**src/rtl/pmst_pkg.sv**
```systemverilog
`default_nettype none
// ----------------------------------------------------------------------------
// pmst_pkg
// Shared sizes, constants and types of the dense Prim spanning tree block.
// ----------------------------------------------------------------------------
package pmst_pkg;

	localparam int VERTICES    = 8;
	localparam int WEIGHT_BITS = 16;

	localparam int ENTRIES = VERTICES * VERTICES;
	localparam int VW      = $clog2(VERTICES);
	localparam int CW      = $clog2(VERTICES + 1);
	localparam int AW      = $clog2(ENTRIES);
	localparam int KW      = WEIGHT_BITS + 1;

	localparam int FIFO_DEPTH = 4;
	localparam int FPW        = $clog2(FIFO_DEPTH);

	localparam logic [KW-1:0] KEY_INF = {1'b1, {WEIGHT_BITS{1'b0}}};

	// one matrix entry on its way from front to back
	typedef struct packed {
		logic [AW-1:0]          addr;
		logic [WEIGHT_BITS-1:0] weight;
		logic                   last;
	} word_t;

	typedef logic [WEIGHT_BITS-1:0] weight_t;
	typedef logic [KW-1:0]          key_t;
	typedef logic [VW-1:0]          vtx_t;

endpackage : pmst_pkg
`default_nettype wire

```
**src/rtl/pmst_front.sv**
```systemverilog
`default_nettype none
// ----------------------------------------------------------------------------
// pmst_front
// Accepts matrix words, tags each with its row-major address and marks the
// final entry of a matrix.
// ----------------------------------------------------------------------------
module pmst_front (
	input  wire logic                 clk,
	input  wire logic                 arst_n,
	input  wire logic                 in_valid,
	output logic                      in_stall,
	input  wire logic [15:0]          weight,
	input  wire logic                 fifo_full,
	output logic                      push,
	output pmst_pkg::word_t           push_word
);

	logic [pmst_pkg::AW-1:0] cnt_q;
	logic                    at_end;

	assign at_end   = (cnt_q == pmst_pkg::AW'(pmst_pkg::ENTRIES - 1));
	assign in_stall = fifo_full;
	assign push     = in_valid && !fifo_full;

	always_comb begin
		push_word.addr   = cnt_q;
		push_word.weight = pmst_pkg::WEIGHT_BITS'(weight);
		push_word.last   = at_end;
	end

	always_ff @(posedge clk or negedge arst_n) begin
		if (!arst_n) begin
			cnt_q <= '0;
		end else if (push) begin
			cnt_q <= at_end ? '0 : cnt_q + 1'b1;
		end
	end

endmodule : pmst_front
`default_nettype wire

```
**src/rtl/pmst_fifo.sv**
```systemverilog
`default_nettype none
// ----------------------------------------------------------------------------
// pmst_fifo
// Short word queue between the front and the compute back end.
// ----------------------------------------------------------------------------
module pmst_fifo (
	input  wire logic            clk,
	input  wire logic            arst_n,
	input  wire logic            push,
	input  wire pmst_pkg::word_t push_word,
	output logic                 full,
	output logic                 valid,
	input  wire logic            pop,
	output pmst_pkg::word_t      pop_word
);

	pmst_pkg::word_t             slot_q [pmst_pkg::FIFO_DEPTH];
	logic [pmst_pkg::FPW-1:0]    wr_q;
	logic [pmst_pkg::FPW-1:0]    rd_q;
	logic [pmst_pkg::FPW:0]      count_q;
	logic                        do_pop;

	assign full     = (count_q == (pmst_pkg::FPW+1)'(pmst_pkg::FIFO_DEPTH));
	assign valid    = (count_q != '0);
	assign do_pop   = pop && valid;
	assign pop_word = slot_q[rd_q];

	always_ff @(posedge clk) begin
		if (push) begin
			slot_q[wr_q] <= push_word;
		end
	end

	always_ff @(posedge clk or negedge arst_n) begin
		if (!arst_n) begin
			wr_q    <= '0;
			rd_q    <= '0;
			count_q <= '0;
		end else begin
			if (push) begin
				wr_q <= wr_q + 1'b1;
			end
			if (do_pop) begin
				rd_q <= rd_q + 1'b1;
			end
			if (push && !do_pop) begin
				count_q <= count_q + 1'b1;
			end else if (!push && do_pop) begin
				count_q <= count_q - 1'b1;
			end
		end
	end

endmodule : pmst_fifo
`default_nettype wire

```
**src/rtl/pmst_back.sv**
```systemverilog
`default_nettype none
// ----------------------------------------------------------------------------
// pmst_back
// Stores the matrix, runs dense Prim from vertex 0 with a sequential min
// search and row relax, then emits one tree edge per non-root vertex.
// ----------------------------------------------------------------------------
module pmst_back (
	input  wire logic            clk,
	input  wire logic            arst_n,
	input  wire logic            fifo_valid,
	input  wire pmst_pkg::word_t fifo_word,
	output logic                 fifo_pop,
	output logic                 out_valid,
	input  wire logic            out_stall,
	output logic [2:0]           parent_vertex,
	output logic [2:0]           child_vertex,
	output logic [15:0]          edge_weight,
	output logic                 unreachable,
	output logic                 last
);

	typedef enum logic [2:0] {
		ST_LOAD,
		ST_SEARCH,
		ST_RELAX,
		ST_EMIT_RD,
		ST_EMIT_WAIT
	} state_t;

	localparam int VW = pmst_pkg::VW;
	localparam int CW = pmst_pkg::CW;
	localparam int AW = pmst_pkg::AW;

	function automatic logic [AW-1:0] addr_of(input pmst_pkg::vtx_t row,
			input pmst_pkg::vtx_t col);
		return AW'(32'(row) * pmst_pkg::VERTICES + 32'(col));
	endfunction

	state_t                     state_q;
	pmst_pkg::weight_t          mem [pmst_pkg::ENTRIES];
	pmst_pkg::weight_t          rdata_q;

	pmst_pkg::key_t             key_q     [pmst_pkg::VERTICES];
	pmst_pkg::vtx_t             parent_q  [pmst_pkg::VERTICES];
	logic [pmst_pkg::VERTICES-1:0] in_tree_q;
	logic [pmst_pkg::VERTICES-1:0] relaxed_q;

	logic [CW-1:0]              idx_q;
	logic [VW-1:0]              round_q;
	pmst_pkg::key_t             best_q;
	pmst_pkg::vtx_t             pick_q;
	logic                       found_q;
	pmst_pkg::vtx_t             v_s1;
	logic                       vld_s1;

	pmst_pkg::vtx_t             sel_v;
	logic                       rd_en;
	logic [AW-1:0]              rd_addr;
	logic                       take;
	logic                       found_n;
	pmst_pkg::vtx_t             pick_n;
	logic                       out_free;
	logic                       last_round;
	logic                       relax_hit;

	// key/tree state is looked up at one vertex per cycle
	assign sel_v = (state_q == ST_RELAX) ? v_s1 : idx_q[VW-1:0];

	assign fifo_pop   = (state_q == ST_LOAD) && fifo_valid;
	assign out_free   = !out_valid || !out_stall;
	assign last_round = (round_q == VW'(pmst_pkg::VERTICES - 2));

	assign take    = !in_tree_q[sel_v] && (key_q[sel_v] < best_q);
	assign found_n = found_q || take;
	assign pick_n  = take ? sel_v : pick_q;

	assign relax_hit = vld_s1 && (rdata_q != '0) && !in_tree_q[sel_v]
		&& ({1'b0, rdata_q} < key_q[sel_v]);

	always_comb begin
		rd_en   = 1'b0;
		rd_addr = addr_of(idx_q[VW-1:0], parent_q[sel_v]);
		unique case (state_q)
			ST_RELAX: begin
				rd_en   = (idx_q != CW'(pmst_pkg::VERTICES));
				rd_addr = addr_of(pick_q, idx_q[VW-1:0]);
			end
			ST_EMIT_RD: begin
				rd_en = 1'b1;
			end
			default: begin
				rd_en = 1'b0;
			end
		endcase
	end

	always_ff @(posedge clk) begin
		if (fifo_pop) begin
			mem[fifo_word.addr] <= fifo_word.weight;
		end
		if (rd_en) begin
			rdata_q <= mem[rd_addr];
		end
	end

	always_ff @(posedge clk or negedge arst_n) begin
		if (!arst_n) begin
			state_q   <= ST_LOAD;
			out_valid <= 1'b0;
			idx_q     <= '0;
			round_q   <= '0;
			best_q    <= pmst_pkg::KEY_INF;
			pick_q    <= '0;
			found_q   <= 1'b0;
			v_s1      <= '0;
			vld_s1    <= 1'b0;
			in_tree_q <= '0;
			relaxed_q <= '0;
			for (int i = 0; i < pmst_pkg::VERTICES; i++) begin
				key_q[i]    <= (i == 0) ? '0 : pmst_pkg::KEY_INF;
				parent_q[i] <= '0;
			end
		end else begin
			// emission reloads the output register itself
			if (out_valid && !out_stall && (state_q != ST_EMIT_WAIT)) begin
				out_valid <= 1'b0;
			end
			unique case (state_q)
				ST_LOAD: begin
					if (fifo_pop && fifo_word.last) begin
						for (int i = 0; i < pmst_pkg::VERTICES; i++) begin
							key_q[i]    <= (i == 0) ? '0 : pmst_pkg::KEY_INF;
							parent_q[i] <= '0;
						end
						in_tree_q <= '0;
						relaxed_q <= '0;
						idx_q     <= '0;
						round_q   <= '0;
						best_q    <= pmst_pkg::KEY_INF;
						found_q   <= 1'b0;
						state_q   <= ST_SEARCH;
					end
				end
				ST_SEARCH: begin
					vld_s1 <= 1'b0;
					if (idx_q == CW'(pmst_pkg::VERTICES - 1)) begin
						idx_q   <= '0;
						best_q  <= pmst_pkg::KEY_INF;
						found_q <= 1'b0;
						if (found_n) begin
							in_tree_q[pick_n] <= 1'b1;
							pick_q  <= pick_n;
							state_q <= ST_RELAX;
						end else if (last_round) begin
							idx_q   <= CW'(1);
							state_q <= ST_EMIT_RD;
						end else begin
							round_q <= round_q + 1'b1;
						end
					end else begin
						idx_q <= idx_q + 1'b1;
						if (take) begin
							best_q  <= key_q[sel_v];
							pick_q  <= sel_v;
							found_q <= 1'b1;
						end
					end
				end
				ST_RELAX: begin
					// read issued for column idx, compare done in the next cycle
					vld_s1 <= rd_en;
					v_s1   <= idx_q[VW-1:0];
					if (relax_hit) begin
						key_q[sel_v]     <= {1'b0, rdata_q};
						parent_q[sel_v]  <= pick_q;
						relaxed_q[sel_v] <= 1'b1;
					end
					if (idx_q == CW'(pmst_pkg::VERTICES)) begin
						if (last_round) begin
							idx_q   <= CW'(1);
							state_q <= ST_EMIT_RD;
						end else begin
							idx_q   <= '0;
							round_q <= round_q + 1'b1;
							state_q <= ST_SEARCH;
						end
					end else begin
						idx_q <= idx_q + 1'b1;
					end
				end
				ST_EMIT_RD: begin
					state_q <= ST_EMIT_WAIT;
				end
				ST_EMIT_WAIT: begin
					if (out_free) begin
						out_valid     <= 1'b1;
						parent_vertex <= 3'(parent_q[sel_v]);
						child_vertex  <= 3'(idx_q[VW-1:0]);
						edge_weight   <= 16'(rdata_q);
						unreachable   <= !relaxed_q[sel_v];
						last          <= (idx_q == CW'(pmst_pkg::VERTICES - 1));
						if (idx_q == CW'(pmst_pkg::VERTICES - 1)) begin
							state_q <= ST_LOAD;
						end else begin
							idx_q   <= idx_q + 1'b1;
							state_q <= ST_EMIT_RD;
						end
					end
				end
				default: begin
					state_q <= ST_LOAD;
				end
			endcase
		end
	end

endmodule : pmst_back
`default_nettype wire

```
**src/rtl/prim_mst_adjacency_matrix_top.sv**
```systemverilog
`default_nettype none
// ----------------------------------------------------------------------------
// prim_mst_adjacency_matrix_top
// Dense Prim minimum spanning tree over an adjacency matrix streamed in.
// ----------------------------------------------------------------------------
// Input channel: one 16-bit matrix weight per word, row-major, zero = no edge.
// Output channel: one word per vertex 1..V-1 in ascending order, giving the
// parent, the child, matrix[child][parent], an unreachable flag and last on
// the word for vertex V-1.
// Loading runs at one word per cycle into a four-deep queue unless the queue
// is full; the back end writes one matrix entry per cycle through its memory
// write port while loading and the queue holds words. After the final entry
// the back end runs V-1 rounds, each a min search over the vertices and then
// a relax of the picked vertex's row (no relax in a round that finds nothing).
// Each result then takes a memory read and an output load.
// The queue absorbs up to four words of the next matrix while computing;
// in_stall rises when it fills. A stalled result holds in the output
// register and emission waits for it. Reset empties the queue, clears the
// entry count and the tree state; matrix memory contents are not reset.
// ----------------------------------------------------------------------------
module prim_mst_adjacency_matrix_top (
	input  wire logic        clk,
	input  wire logic        arst_n,
	input  wire logic        in_valid,
	output logic             in_stall,
	input  wire logic [15:0] weight,
	output logic             out_valid,
	input  wire logic        out_stall,
	output logic [2:0]       parent_vertex,
	output logic [2:0]       child_vertex,
	output logic [15:0]      edge_weight,
	output logic             unreachable,
	output logic             last
);

	logic            push;
	pmst_pkg::word_t push_word;
	logic            fifo_full;
	logic            fifo_valid;
	logic            fifo_pop;
	pmst_pkg::word_t pop_word;

	pmst_front u_front (
		.clk       (clk),
		.arst_n    (arst_n),
		.in_valid  (in_valid),
		.in_stall  (in_stall),
		.weight    (weight),
		.fifo_full (fifo_full),
		.push      (push),
		.push_word (push_word)
	);

	pmst_fifo u_fifo (
		.clk       (clk),
		.arst_n    (arst_n),
		.push      (push),
		.push_word (push_word),
		.full      (fifo_full),
		.valid     (fifo_valid),
		.pop       (fifo_pop),
		.pop_word  (pop_word)
	);

	pmst_back u_back (
		.clk           (clk),
		.arst_n        (arst_n),
		.fifo_valid    (fifo_valid),
		.fifo_word     (pop_word),
		.fifo_pop      (fifo_pop),
		.out_valid     (out_valid),
		.out_stall     (out_stall),
		.parent_vertex (parent_vertex),
		.child_vertex  (child_vertex),
		.edge_weight   (edge_weight),
		.unreachable   (unreachable),
		.last          (last)
	);

endmodule : prim_mst_adjacency_matrix_top
`default_nettype wire

```
**config.mk**
```make
export PLATFORM = sky130hd
export DESIGN_NAME = prim_mst_adjacency_matrix_top
export DESIGN_NICKNAME = d
export VERILOG_FILES = /design/src/rtl/pmst_pkg.sv /design/src/rtl/pmst_front.sv /design/src/rtl/pmst_fifo.sv /design/src/rtl/pmst_back.sv /design/src/rtl/prim_mst_adjacency_matrix_top.sv
export SDC_FILE = /design/constraint.sdc
export NUM_CORES = 2
export LEC_CHECK = 0
export ABC_AREA = 1
export BUFFER_PORTS_ARGS = -buffer_cell sky130_fd_sc_hd__buf_2
export CAP_MARGIN = 5
export CORE_ASPECT_RATIO = 0.8
export CORE_UTILIZATION = 54
export CTS_BUF_LIST = sky130_fd_sc_hd__clkbuf_4 sky130_fd_sc_hd__clkbuf_8
export DETAILED_ROUTE_END_ITERATION = 12
export MAX_ROUTING_LAYER = met4
export PLACE_DENSITY = 0.7
export SYNTH_ARGS = -nofsm -noshare
export SYNTH_HDL_FRONTEND = slang
export SYNTH_SLANG_ARGS = --single-unit
export TNS_END_PERCENT = 5
```
**constraint.sdc**
```tcl
create_clock -name clk -period 7.06 [get_ports clk]
set_input_delay 0.353 -clock clk [delete_from_list [all_inputs] [get_ports clk]]
set_output_delay 0.353 -clock clk [all_outputs]
set_load 0.01 [all_outputs]
```
# Yosys cells after proc, flatten, opt, wreduce, memory -nomap -nowiden
# Memories as Yosys holds them, arrays and structs flattened. A register that Yosys moved wholly into a read port is not among the register bits.
# Index checks and enable logic that the tools add are counted.
dict set report classes {
  addsub 9
  order_cmp 8
  eq_ne 22
  n_mux 80
  bitwise_logic 3
  n_reduce_logical 41
}
# op n
set op_table {}
lappend op_table {{136-bit two-way mux} 2}
lappend op_table {{136-bit case mux with 2 select lines} 1}
lappend op_table {{136-bit bitwise mux} 1}
lappend op_table {{17-bit two-way mux} 6}
lappend op_table {{3-bit two-way mux} 20}
lappend op_table {{17-bit binary-select mux with 3-bit select} 1}
lappend op_table {{17-bit demux with 3-bit select} 1}
lappend op_table {{24-bit two-way mux} 2}
lappend op_table {{24-bit case mux with 2 select lines} 1}
lappend op_table {{17-bit case mux with 2 select lines} 1}
lappend op_table {{8-bit two-way mux} 4}
lappend op_table {{8-bit case mux with 2 select lines} 2}
lappend op_table {{24-bit bitwise mux} 1}
lappend op_table {{4-bit two-way mux} 6}
lappend op_table {{16-bit by 17-bit < comparator with 1-bit output} 1}
lappend op_table {{17-bit < comparator} 1}
lappend op_table {{8-bit OR} 2}
lappend op_table {{4-bit case mux with 4 select lines} 1}
lappend op_table {{16-bit nonzero test} 1}
lappend op_table {{1-bit logical AND} 15}
lappend op_table {{1-bit two-way mux} 15}
lappend op_table {{3-bit case mux with 5 select lines} 1}
lappend op_table {{6-bit by 3-bit adder with 6-bit output} 2}
lappend op_table {{6-bit two-way mux} 2}
lappend op_table {{other kinds (38)} 73}
dict set report totals {
  regBits 249
  ramBits 1116
  in_bits 20
  output_inout_bits 26
  mem_count 2
}
# name depth word_bits read_ports rd_ports_with_merged_regs write_ports line
set mem_list {}
lappend mem_list {u_back.mem 64 16 1 1 1 pmst_back.sv:40} ;# pmst_pkg::weight_t mem [pmst_pkg::ENTRIES];
lappend mem_list {u_fifo.slot_q 4 23 1 0 1 pmst_fifo.sv:17} ;# pmst_pkg::word_t slot_q [pmst_pkg::FIFO_DEPTH];

# Depth between registers and ports, before layout
dict set report logic_depth {
  ltp_word 17
  depth_mapped 26
}

# Cells and area by module
# A second synthesis with hierarchy kept.
dict set report unflattened {
  cells_unflattened 5314
  hier_area_um2 58838.9
}
# mod instances cells_per_inst area_each_um2 seq_area_each_um2
set modules_own_cells {}
lappend modules_own_cells {pmst_back 1 4933 54280.8 37240.7}
lappend modules_own_cells {pmst_fifo 1 324 4105.2 2937.8}
lappend modules_own_cells {pmst_front 1 57 452.9 150.1}

# Worst setup path before layout
# OpenSTA, ideal clock, no wires.
dict set report synth_path {
  path_type {flip-flop to flip-flop}
  from {register u_back.state_q[0]}
  to {register u_back.found_q}
  setup_time_ns 0.130
  arrival_ns 3.703
  path_slack_ns 3.227
  path_stages_with_launch 24
  cell_sequence {dfrtp_1 nor2_8 nand2_8 nand2_1 nand2_2 nor2_2 nand2_1 buf_2 buf_1 or2_2 nand4_1 inv_1 ha_1 nand2_1 nor3_1 nor4b_1 o21ai_4 nand3_2 nand2_1 nand3_2 nor2_2 inv_2 buf_2 o21ai_0}
}
dict set report synth_between {
  elab_chain_len 10
  word_cells_on_any_way 20
}
# element line
set synth_lines {}
lappend synth_lines {{start: declaration} pmst_back.sv:39} ;# state_t state_q;
lappend synth_lines {{start signal: assignment} pmst_back.sv:108} ;# state_q <= ST_LOAD;
lappend synth_lines {{start signal: assignment} pmst_back.sv:141} ;# state_q <= ST_SEARCH;
lappend synth_lines {{start signal: assignment} pmst_back.sv:153} ;# state_q <= ST_RELAX;
lappend synth_lines {{3-bit by 2-bit equality test with 1-bit output} pmst_back.sv:67} ;# assign sel_v = (state_q == ST_RELAX) ? v_s1 : idx_q[VW-1:0];
lappend synth_lines {{3-bit two-way mux} pmst_back.sv:67}
lappend synth_lines {{3-bit NOT with 4-bit output (not written as such)} pmst_back.sv:73} ;# assign take = !in_tree_q[sel_v] && (key_q[sel_v] < best_q);
lappend synth_lines {{17-bit binary-select mux with 3-bit select} pmst_back.sv:73}
lappend synth_lines {{17-bit two-way mux (not written as such) (2 in a row)} pmst_back.sv:73}
lappend synth_lines {{17-bit < comparator} pmst_back.sv:73}
lappend synth_lines {{1-bit logical AND} pmst_back.sv:73}
lappend synth_lines {{3-bit by 1-bit inequality test with 1-bit output (no line)} n/a}
lappend synth_lines {{3-bit AND reduction (no line)} n/a}
lappend synth_lines {{end signal: assignment} pmst_back.sv:114} ;# found_q <= 1'b0;
lappend synth_lines {{end signal: assignment} pmst_back.sv:140} ;# found_q <= 1'b0;
lappend synth_lines {{end signal: assignment} pmst_back.sv:149} ;# found_q <= 1'b0;
lappend synth_lines {{end: declaration} pmst_back.sv:52} ;# logic found_q;
# Several ways; a longest one is shown, not always the timed one. The select of a mux whose other input is x is not followed.
# A chain may end at the register's enable or synchronous reset.

# Worst setup path after layout
dict set report layout_path {
  from {register u_back.state_q[0]}
  to {register u_back.key_q[110] (netlist name)}
}
dict set report layout_between {
  elab_chain_len 10
  word_cells_on_any_way 27
}
# element line
set layout_lines {}
lappend layout_lines {{3-bit by 2-bit equality test with 1-bit output} {pmst_back.sv:67, pmst_back.sv:128}}
lappend layout_lines {{3-bit two-way mux} pmst_back.sv:67}
lappend layout_lines {{3-bit NOT with 4-bit output (not written as such)} {pmst_back.sv:78, pmst_back.sv:174}}
lappend layout_lines {{17-bit binary-select mux with 3-bit select (tied with other cells)} pmst_back.sv:78} ;# && ({1'b0, rdata_q} < key_q[sel_v]);
lappend layout_lines {{17-bit two-way mux (not written as such) or 1-bit logical AND (tied branches)} {pmst_back.sv:78, pmst_back.sv:174}}
lappend layout_lines {{17-bit two-way mux, on equally long branches} {pmst_back.sv:78, pmst_back.sv:174}}
lappend layout_lines {{16-bit by 17-bit < comparator with 1-bit output or 17-bit demux with 3-bit select (tied branches)} {pmst_back.sv:78, pmst_back.sv:174}}
lappend layout_lines {{1-bit logical AND or 136-bit bitwise mux (tied branches)} {pmst_back.sv:78, pmst_back.sv:174}}
lappend layout_lines {{2-bit by 1-bit inequality test with 1-bit output (no line) or 136-bit two-way mux (tied branches)} n/a}
lappend layout_lines {{3-bit AND reduction (no line) or 136-bit case mux with 2 select lines (tied branches)} n/a}
lappend layout_lines {{end signal: indexed assignment} pmst_back.sv:120} ;# key_q[i] <= (i == 0) ? '0 : pmst_pkg::KEY_INF;
lappend layout_lines {{end signal: indexed assignment} pmst_back.sv:132} ;# key_q[i] <= (i == 0) ? '0 : pmst_pkg::KEY_INF;
lappend layout_lines {{end signal: indexed assignment} pmst_back.sv:174} ;# key_q[sel_v] <= {1'b0, rdata_q};
lappend layout_lines {{end: declaration} pmst_back.sv:43} ;# pmst_pkg::key_t key_q [pmst_pkg::VERTICES];
# Several ways; a longest one is shown, not always the timed one. The select of a mux whose other input is x is not followed.

==> flow_summary.ini <==
[outcome]
outcome = complete, but fails checks
violations = DRC

[grt]
grt.total_usage = 0.3052
grt_first_pass_wirelength_um = 243700
grt_max_degree = 204
grt_pass1_vias = 39350
grt_overflow = 0
antenna_found_initial = 8

[logic_synthesis]
yosys_warnings = 0
ys_seq_area_frac = 0.6899
synth_ff_type = edfxtp_1
avgSynthCellArea_um2 = 11.14
syn_nets = 5310
synth_edf_count = 1156
synth-seq-cells = 1380
synth-async-reset-ratio = 0.1623
postSynthCellCount = 5248
yosysUniqueCellTypes = 47
synth_area_um2 = 58460

[power]
leakagePower_nw = 24.66
p_seq_frac = 0.352
p_sw_frac = 0.4523
powerDensity_nw_per_um2 = 501.1
power.switching_w = 0.01463
max-vdd-ir-drop_uv = 652.2
pwr-share-comb = 0.450
clockPowerShare = 0.198
p_int_w = 0.01771

[setup_path]
end_kind = flop
worstPathMaxFanout = 62
start_kind = flop
reg2reg_slack_ps = 1350
worstPathRequired_ps = 7850
r2r-start = u_back.state_q[0]
worstSetupPathType = flop to flop
r2r_end = u_back.key_q[110]
r2r_cells = 21
arrival_ps = 6490

[clock_network]
postCtsResizedCells = 0
cts.htree.levels = 4
clk_path_buf_depth = 3
tritoncts = yes
cts_made_buffers = 204
clkTransAtPathRegs_ps = 60
clock-sinks = 1380
clock_latency_ps = 910
cts-root-buf = clkbuf_8

[routing]
dr.pass1.iters = 10
vias_per_cell = 6.083
drt_iter0_drc = 6438
drc = 2
num_vias = 42010
postRouteAntennaNets = 0
routed_wl_um = 162600
wl_per_cell_um = 23.54

[place]
dp_hpwl_um = 89750
finalWeightedCongestion = 0.9408
port_buffers = 45

[sta]
drv_slew = 0
max_freq_mhz = 175.2
rsz0062_at_grt = false
finClkSkew_ps = 38.37
hold_viol = 0
finalSetupViolCount = 0
slew_headroom = 0.09119
fin_crit_sh = 0.8083
worst_pin_slew_ps = 1353
min_period_ps = 5707
setup-tns-final_ps = 0

[finish]
layout_commonest_cell = nand3_1
drive_gt1_frac = 0.1113
final_cell_mix = nand3_1, nand2_1, edfxtp_1, dfrtp_1, clkbuf_8
syn2layout_area_growth_pct = 10.40
post-route-util = 0.6041
nets = 5365

[worst_hold_path]
min_path_cells = 2
holdPathEnd = u_fifo.slot_q[0][11]
min_path_type = primary input to flop
worstHoldStart = weight[10]

[floorplan]
ios = 46
die_w_um = 369.9
start_util = 0.5472
die_height_um = 296.3
core-area_um2 = 106800
num_rows = 107
die_area_um2 = 109600

[run]
maxCapViolCount = 0
## synthesized netlist by cell type (3+ instances only)
library cell  count  area, um2
a21oi_1          38      190.2
a22oi_1           3      22.52
a32oi_1           6      52.55
buf_1            35      131.4
buf_2           149      745.7
buf_4            41      307.8
buf_6             4      45.04
clkbuf_1        121      454.2
clkinv_1          3      11.26
dfrtp_1         216       5405
dfstp_2           8      210.2
edfxtp_1       1156      34710
ha_1             41      513.0
inv_1           135      506.7
inv_2             8      30.03
nand2_1        1329       4989
nand2_2          14      87.58
nand2_4           6      67.56
nand3_1        1327       6641
nand3_2           3      30.03
nand4_1         174       1089
nor2_1          201      754.5
nor2_2            8      50.05
nor3_1           15      75.07
o21a_1            3      22.52
o21ai_0          62      310.3
o21ai_1          12      60.06
o22a_1            5      43.79
o22ai_1          77      481.7
or2_2            22      137.6
xnor2_1           3      26.28
xor2_1            5      43.79
## critical path, stage by stage (launching register included)
cell and delay [ps]:
dfrtp_1 470, nor2_8 220, nand2_8 220, nand2_1 220, nand2_2 140, nor2_2 190
nand2_1 610, or2_2 540, nand4_1 160, ha_1 250, nand2_1 80, o21a_1 140
o221a_2 170, nand2_1 70, nand2_1 70, nand2_1 50, nand2_1 60, nand2_1 80
nand2_4 500, nand3_1 940, nand2_1 280, nand2_1 70
## routing by layer
layer | share of wire | GRT usage | up-vias | wire length [um]
met5 | 0 | - | - | 0
met4 | 0.019 | 0.08637 | 0 | 3113
met3 | 0.12 | 0.07621 | 257 | 19880
met2 | 0.45 | 0.4401 | 2417 | 72990
met1 | 0.41 | 0.4306 | 20460 | 66570
li1 | - | - | 18870 | -
## worst max path at each step
| stage | startpoint | end | slack, ps |
|---|---|---|---|
| after floorplan | u_back.state_q[0] | u_back.found_q | 3230 |
| after global placement | u_back.state_q[0] | u_back.key_q[107] | 1650 |
| after detailed placement | u_back.state_q[0] | u_back.key_q[110] | 1490 |
| after CTS | u_back.state_q[0] | u_back.key_q[110] | 1470 |
| after global routing | u_back.state_q[0] | u_back.key_q[112] | 1010 |
| final | u_back.state_q[0] | u_back.key_q[110] | 1350 |
## registers in the layout (all words and copies together), names as in the netlist, 4 cells and up
| name | flops |
|---|---|
| u_back.mem | 1024 |
| u_back.key_q | 135 |
| u_back.rdata_q | 16 |
| u_back.idx_q | 4 |
| u_back.in_tree_q | 8 |
| u_front.cnt_q | 6 |
| u_back.best_q | 17 |
| u_back.edge_weight | 16 |
| u_back.relaxed_q | 8 |
| u_back.parent_q | 24 |
| u_fifo.slot_q | 92 |
## through the flow
step	hold slack [ps]	setup slack (ps)	instances	total power, W	area [um2]
4_1_cts	144.9	1472	6900	0.03208	64520
5_1_grt	193.5	1015	6906	0.03394	64540
6_report	214.9	1353	6906	0.03234	64540
2_1_floorplan	57.41	3227	5248	0.02088	58460
3_3_place_gp	222.9	1647	6493	0.02546	60280
3_5_place_dp	226.9	1490	6493	0.02573	60280
## kinds of logic after synthesis
kind of cell | share of synthesized area
AND/OR/NAND/NOR | 0.2396
flip-flops | 0.6899
buffers and inverters | 0.03818
AO/OA/AOI/OAI | 0.02181
adder cells (fa/ha/maj) | 0.009118
XOR/XNOR | 0.001199
multiplexers | 0.0001926
## cell type report
cell class                      count  area [um2]
Multi-Input combinational cell   3372       16230
Clock inverter                     99       534.3
Sequential cell                  1380       40330
Fill cell                        8487       42300
Tap cell                         1417        1773
Timing Repair Buffer              199        1617
Inverter                          146       549.3
Antenna cell                        6       15.01
Clock buffer                      287        3493
## power by group through the flow
stage          Combinational (W)  Sequential (W)  Clock, W
2_1_floorplan            0.00938          0.0115         0
3_3_place_gp              0.0139          0.0115         0
3_5_place_dp              0.0142          0.0115         0
4_1_cts                   0.0142          0.0114   0.00646
5_1_grt                   0.0157          0.0114   0.00681
6_report                  0.0145          0.0114   0.00641
## timing repair
action | 4_1_cts | 5_1_grt
hold buffers | 21 | 0
setup buffers | 0 | 0
endpoints found under the hold margin | 227 | 0
Note: power is estimated with default switching activity, not from simulation.
